<file path="src/hdl/wfc_ram.sv">
// Generic single write port, single read port RAM with registered read.
module wfc_ram #(
	parameter int WIDTH = 8,
	parameter int DEPTH = 64
) (
	input  logic                     clk,
	input  logic                     we,
	input  logic [$clog2(DEPTH)-1:0] waddr,
	input  logic [WIDTH-1:0]         wdata,
	input  logic [$clog2(DEPTH)-1:0] raddr,
	output logic [WIDTH-1:0]         rdata
);

	logic [WIDTH-1:0] mem [DEPTH];

	always_ff @(posedge clk) begin
		if (we) begin
			mem[waddr] <= wdata;
		end
		rdata <= mem[raddr];
	end

endmodule

</file>
<file path="config.mk">
export PLATFORM = sky130hd
export DESIGN_NAME = wfc_ram
export DESIGN_NICKNAME = d
export VERILOG_FILES = /design/src/hdl/wfc_ram.sv
export SDC_FILE = /design/constraint.sdc
export NUM_CORES = 1
export LEC_CHECK = 0
export ABC_AREA = 1
export BUFFER_PORTS_ARGS = -buffer_cell sky130_fd_sc_hd__buf_4
export CORE_MARGIN = 10
export CORE_UTILIZATION = 63
export DETAILED_ROUTE_END_ITERATION = 8
export GPL_TIMING_DRIVEN = 0
export PLACE_DENSITY = 0.79
export SYNTH_ARGS = -nofsm -noshare
export SYNTH_HDL_FRONTEND = slang
export SYNTH_SLANG_ARGS = --single-unit
</file>
<file path="constraint.sdc">
create_clock -name clk -period 2.3 [get_ports clk]
set_input_delay 0.345 -clock clk [delete_from_list [all_inputs] [get_ports clk]]
set_output_delay 0.345 -clock clk [all_outputs]
set_load 0.02 [all_outputs]
</file>
Word-level counts from Yosys, hierarchy flattened
Memories as Yosys holds them, arrays and structs flattened. A register that Yosys moved wholly into a read port is not among the register bits.
Cells that the tools add are included.
- mux-type cells: 2
- operators with widths (operator ; count):
    1-bit two-way mux ; 2
- bits in registers: 0
- RAM bits: 512
- input port bits: 22
- output and inout port bits: 8
- word-level logic and storage cells: 3
- memories: 1
- memory list (memory ; depth ; bits a word ; rd ports ; clocked after Yosys merged registers in ; wr ports ; RTL line ; text):
    mem ; 64 ; 8 ; 1 ; 1 ; 1 ; 14 ; logic [WIDTH-1:0] mem [DEPTH];

Logic depth before layout (Yosys ltp)
Gate-level depths: netlist of run 1.
- depth after elaboration: 2
- mapped depth: 12
- mapped depth without buffers: 9

Worst setup path before layout of run 1
OpenSTA, ideal clock, no wires.
- path kind: input to register
- start: in we
- end: mem mem[48][0] (enable)
- library setup time: 395 ps
- arrival time: 1716 ps
- data required time: 1905 ps
- path slack: 189 ps
- stages on the path: 3
- path buffers: 1
- cell sequence: clkbuf_1 > nand4_1 > nor4_1
- longest elaborated chain between the ends: 2
- RTL lines (element ; RTL line ; text):
    from (decl) ; 7 ; input logic we,
    1-bit two-way mux ; 17 ; if (we) begin
    1-bit two-way mux (implied by the code) ; 18 ; mem[waddr] <= wdata;
    to (decl) ; 14 ;
No other way between the ends.

Final worst setup path of run 1
- start: in waddr[1]
- end: mem mem[13][2] (enable)
- RTL lines (element ; RTL line ; text):
    from (decl) ; 8 ; input logic [$clog2(DEPTH)-1:0] waddr,
No word-level cell before the write port.

==> flow_metrics.tcl, run 1 <==
set metrics [dict create \
    place_hpwl_um 39300 \
    cts_setup_buffers 0 \
    post_cts_resize_count 1 \
    grt.overflow.total 0 \
    maxSlewHeadroom 0.252 \
    syn_avg_cell_area_um2 11.8 \
    critPathKind "in2reg" \
    grtUsageTotal 0.289 \
    synth_seq_area_share 0.728 \
    r2r-end "rdata[0]" \
    multi_input_area_mm2 0.00501 \
    cpPeakStageDelay_ns 0.92 \
    postSynthCellCount 1805 \
    routed_wl_um 60900 \
    powerDensity_mw_per_mm2 845 \
    maxCapViolations 0 \
    peakVddDrop_uv 626 \
    firstDrtPassIters 6 \
    drive_above_1_share 0.103 \
    fillers 2274 \
    rr_startpoint "mem[59][0]" \
    grt_setup_unrepaired "yes" \
    hold_viol_final 0 \
    die_w_um 204 \
    critPathArrivalTime_ns 2.50 \
    final_cell_mix "nand2_1, edfxtp_1, nand3_1" \
    clk_pin_slew_ns 0.06 \
    regArea_mm2 0.0155 \
    drv_slew 0 \
    hold_end "rdata[7]" \
    synthDistinctLibCells 16 \
    gp_congestion 0.964 \
    post-route-drc-count 0 \
    critPathCaptureType "flop" \
    final-setup-viol-count 8 \
    ctsHoldBuffers 0 \
    synth_area_mm2 0.0213 \
    worst_pin_slew_ns 1.12 \
    syn2layout_area_growth_pct 11.4 \
    cp_max_fo 9 \
    ys_warn_count 0 \
    grt_pass1_vias 14100 \
    min_from "raddr[5]" \
    core_area_mm2 0.0334 \
    antenna_found_initial 2 \
    placed_cells 2280 \
    layout_commonest_cell "nand2_1" \
    wl_per_cell_um 25.7 \
    worst_r2r_path_depth 8 \
    num_rows 67 \
    fin_worst_skew_ns 0.0108 \
    start_kind "input port" \
    setup_tns_ns -0.0337 \
    worst_path_max_delay_cell "nor2_1" \
    fmax_mhz 434 \
    cts_buffers 51 \
    p_leak_nw 8.64 \
    required_ns 2.50 \
    cts-root-buf "clkbuf_16" \
    portBuffers 21 \
    synth_seq_cells 520 \
    ant_nets 0 \
    cts_tree "built" \
    cts_max_level 2 \
    grt_max_degree 65 \
    outcome "complete, but fails checks" \
    insertion_delay_ns 0.58 \
    path_depth 4 \
    start_util 0.638 \
    fin_cells 2375 \
    hp-class "in2reg" \
    io_pins 30 \
    violations "setup timing" \
    rrSetupSlack_ns 0.82 \
    crit_chain "clkbuf_1 -> inv_1 -> nand4_1 -> nor2_1" \
    syn_nets 1827 \
    vias 15000 \
    cts_sinks 520 \
    die_height_um 204 \
    period_needed_ns 2.31 \
    layout.nets 1907 \
    crit_buf_inv 2 \
    whs_path_depth 3 \
    grt_pass1_wl_um 88800 \
    finalCritPeriodShare 1.00 \
    dr.first_iter.drc_count 2222 \
    cpLargestDelayFamily "simple AND/OR/NAND/NOR gates" \
    die_area_mm2 0.0416 \
    worst_slack_ns -0.00671 \
    routed_via_density 6.31 \
    clockBufferDepth 3 \
]
-- per-layer routing --
| layer | routed length (um) | part of all wire | vias up | global-route usage |
|---|---|---|---|---|
| li1 | - | - | 6518 | - |
| met1 | 22900 | 0.38 | 7207 | 0.405 |
| met2 | 28000 | 0.46 | 1123 | 0.444 |
| met3 | 8290 | 0.14 | 142 | 0.0686 |
| met4 | 1780 | 0.029 | 2 | 0.0923 |
| met5 | 12 | 0.00020 | - | 0 |
-- sequential cells by signal (all words and copies together), names as in the netlist --
| name | cells |
|---|---|
| mem | 512 |
| rdata | 8 |
-- cells by family after synthesis --
| family | synth area share |
|---|---|
| buffers and inverters | 0.0402 |
| and+or+nand+nor | 0.232 |
| DFF | 0.728 |
-- cell usage after synthesis, drive strengths merged --
library cell | number | share of area
nand2 | 648 | 0.11
edfxtp | 512 | 0.72
nand3 | 439 | 0.10
buf | 98 | 0.035
nor2 | 56 | 0.0099
clkbuf | 15 | 0.0026
inv | 12 | 0.0023
nand4 | 9 | 0.0026
dfxtp | 8 | 0.0075
nor4 | 8 | 0.0023
-- report_power, final --
group          switching [W]  internal [W]  leakage, nW
registers          0.0000220        0.0105         4.67
logic                0.00107      0.000372         3.18
clock network        0.00350       0.00464        0.783
total                0.00459        0.0155         8.64
-- metrics by stage --
stage	util	setup WS [ns]	instance area, um2	hold WS, ns	total power, W
2_1_floorplan	-	0.189	21300	0.444	0.0115
3_3_place_gp	0.659	-0.582	22100	0.760	0.0120
3_5_place_dp	0.662	-0.586	22200	0.759	0.0121
4_1_cts	0.710	0.0330	23800	0.250	0.0200
5_1_grt	0.711	-0.0986	23800	0.293	0.0206
6_report	0.711	-0.00671	23800	0.270	0.0201
-- how the worst max path moves through the flow --
stage             start          to  slack [ns]
4_1_cts        waddr[0]  mem[36][6]        0.03
3_5_place_dp   waddr[1]  mem[29][2]       -0.59
5_1_grt        waddr[1]   mem[5][5]        -0.1
3_3_place_gp         we  mem[52][1]       -0.58
2_1_floorplan        we  mem[48][0]        0.19
6_report       waddr[1]  mem[13][2]      -0.007
-- worst reg2reg max path: cells and delay by family, from the launching register on --
family,cells,cell delay [ns]
flops,1,0.38
simple gates,8,0.96
-- layout make-up --
cell class | count | share of cell area
Inverter | 12 | 0.00210
Tap cell | 448 | 0.0236
Timing Repair Buffer | 27 | 0.00852
Clock buffer | 68 | 0.0595
Sequential cell | 520 | 0.653
Clock inverter | 26 | 0.00821
Antenna cell | 1 | 0.000105
Buffer | 113 | 0.0340
Multi-Input combinational cell | 1160 | 0.211
Note: power is estimated with default switching activity, not from simulation.
==> inputs of run 2 (changes only) <==
==> constraint.sdc (replaced) <==
create_clock -name clk -period 2.2 [get_ports clk]
set_input_delay 0.33 -clock clk [delete_from_list [all_inputs] [get_ports clk]]
set_output_delay 0.33 -clock clk [all_outputs]
set_load 0.02 [all_outputs]
==> flow_metrics.tcl, run 2 (synthesized netlist as in run 1, its figures left out) <==
set metrics [dict create \
    outcome "complete, but fails checks" \
    violations "setup timing" \
    fin_worst_skew_ns 0.0144 \
    critPathCaptureType "flop" \
    final_util 0.711 \
    die_area_mm2 0.0416 \
    crit_buf_inv 2 \
    drive_above_1_share 0.103 \
    final-setup-viol-count 101 \
    critPathKind "in2reg" \
    vias 15000 \
    die_w_um 204 \
    final_cell_mix "nand2_1, edfxtp_1, nand3_1" \
    antenna_found_initial 2 \
    crit_chain "clkbuf_1 -> inv_1 -> nand4_1 -> nor2_1" \
    ant_nets 0 \
    cpPeakStageDelay_ns 0.97 \
    cp_max_fo 9 \
    hp-class "in2reg" \
    cts-root-buf "clkbuf_16" \
    grt_max_degree 65 \
    io_pins 30 \
    period_needed_ns 2.42 \
    grt_pass1_vias 14100 \
    cts_buffers 51 \
    cts_setup_buffers 0 \
    required_ns 2.39 \
    critPathArrivalTime_ns 2.61 \
    worst_path_max_delay_cell "nor2_1" \
    fmax_mhz 414 \
    gp_congestion 0.964 \
    grt_pass1_wl_um 88800 \
    multi_input_area_mm2 0.00501 \
    largestRegisters "mem: 512 flops, rdata: 8 flops" \
    cpLargestDelayFamily "simple AND/OR/NAND/NOR gates" \
    post-route-drc-count 0 \
    grt_setup_unrepaired "yes" \
    layout_commonest_cell "nand2_1" \
    worst_slack_ns -0.215 \
    cts_tree "built" \
    regArea_mm2 0.0155 \
    clockBufferDepth 3 \
    insertion_delay_ns 0.58 \
    clk_pin_slew_ns 0.06 \
    finalCritPeriodShare 1.10 \
    worst_r2r_path_depth 8 \
    firstDrtPassIters 6 \
    fillers 2274 \
    peakVddDrop_uv 655 \
    routed_wl_um 60800 \
    largest_register "mem" \
    num_rows 67 \
    drv_slew 0 \
    maxSlewHeadroom 0.282 \
    path_depth 4 \
    hold_viol_final 0 \
    start_kind "input port" \
    cts_max_level 2 \
    layout.nets 1907 \
    worst_pin_slew_ns 1.07 \
    start_util 0.638 \
    routed_via_density 6.33 \
    wl_per_cell_um 25.6 \
    dr.first_iter.drc_count 2185 \
    die_height_um 204 \
    core_area_mm2 0.0334 \
    cts_sinks 520 \
    p_leak_nw 8.64 \
    grt.overflow.total 0 \
    grtUsageTotal 0.290 \
    place_hpwl_um 39300 \
    whs_path_depth 3 \
    largest_reg_flops 512 \
    syn2layout_area_growth_pct 11.4 \
    p_total_w 0.0210 \
    powerDensity_mw_per_mm2 883 \
    maxCapViolations 0 \
    portBuffers 21 \
]
==> run 2: path summary, 6_finish.rpt <==
kind	end	start	slack, ns
setup / recovery	mem[13][4]	waddr[1]	-0.22
hold / removal	rdata[7]	raddr[5]	0.26
setup reg to reg	rdata[2]	mem[58][2]	0.75
hold reg to reg	rdata[7]	mem[40][7]	0.88
==> run 2: layout make-up <==
cell class,count,share of cell area
Clock buffer,68,0.0595
Multi-Input combinational cell,1160,0.211
Inverter,12,0.00210
Timing Repair Buffer,27,0.00852
Clock inverter,26,0.00821
Tap cell,448,0.0236
Antenna cell,2,0.000210
Buffer,113,0.0340
Sequential cell,520,0.653
==> run 2: per-layer routing <==
metal | up-vias | GRT usage | share of wire
li1 | 6519 | - | -
met1 | 7204 | 0.405 | 0.37
met2 | 1153 | 0.444 | 0.45
met3 | 167 | 0.0688 | 0.14
met4 | 2 | 0.0934 | 0.034
met5 | - | 0 | 0.00021
==> run 2: where the power goes <==
part | total (W) | internal (W) | switching [W]
Clock | 0.00850 | 0.00485 | 0.00366
Sequential | 0.0110 | 0.0110 | 0.0000230
Combinational | 0.00150 | 0.000389 | 0.00111
==> run 2: repair_timing <==
action,4_1_cts,5_1_grt
endpoints found under the setup margin,24,121
gates resized for setup,2,4
hold buffers,0,0
==> run 2: tightest hold or removal path: cells and delay by family <==
family,cells,cell delay [ns]
simple gates,2,0.24
buf+inv,1,0.20
==> run 2: per-stage QoR <==
stage | cells | cell area [um2] | setup TNS [ns] | hold WS (ns) | setup slack, ns
2_1_floorplan | 1805 | 21300 | 0 | 0.429 | 0.104
3_3_place_gp | 2274 | 22100 | -118.47 | 0.745 | -0.667
3_5_place_dp | 2280 | 22200 | -171.13 | 0.744 | -0.671
4_1_cts | 2374 | 23800 | -0.514 | 0.235 | -0.0520
5_1_grt | 2374 | 23800 | -10.26 | 0.278 | -0.177
6_report | 2376 | 23800 | -10.62 | 0.259 | -0.215
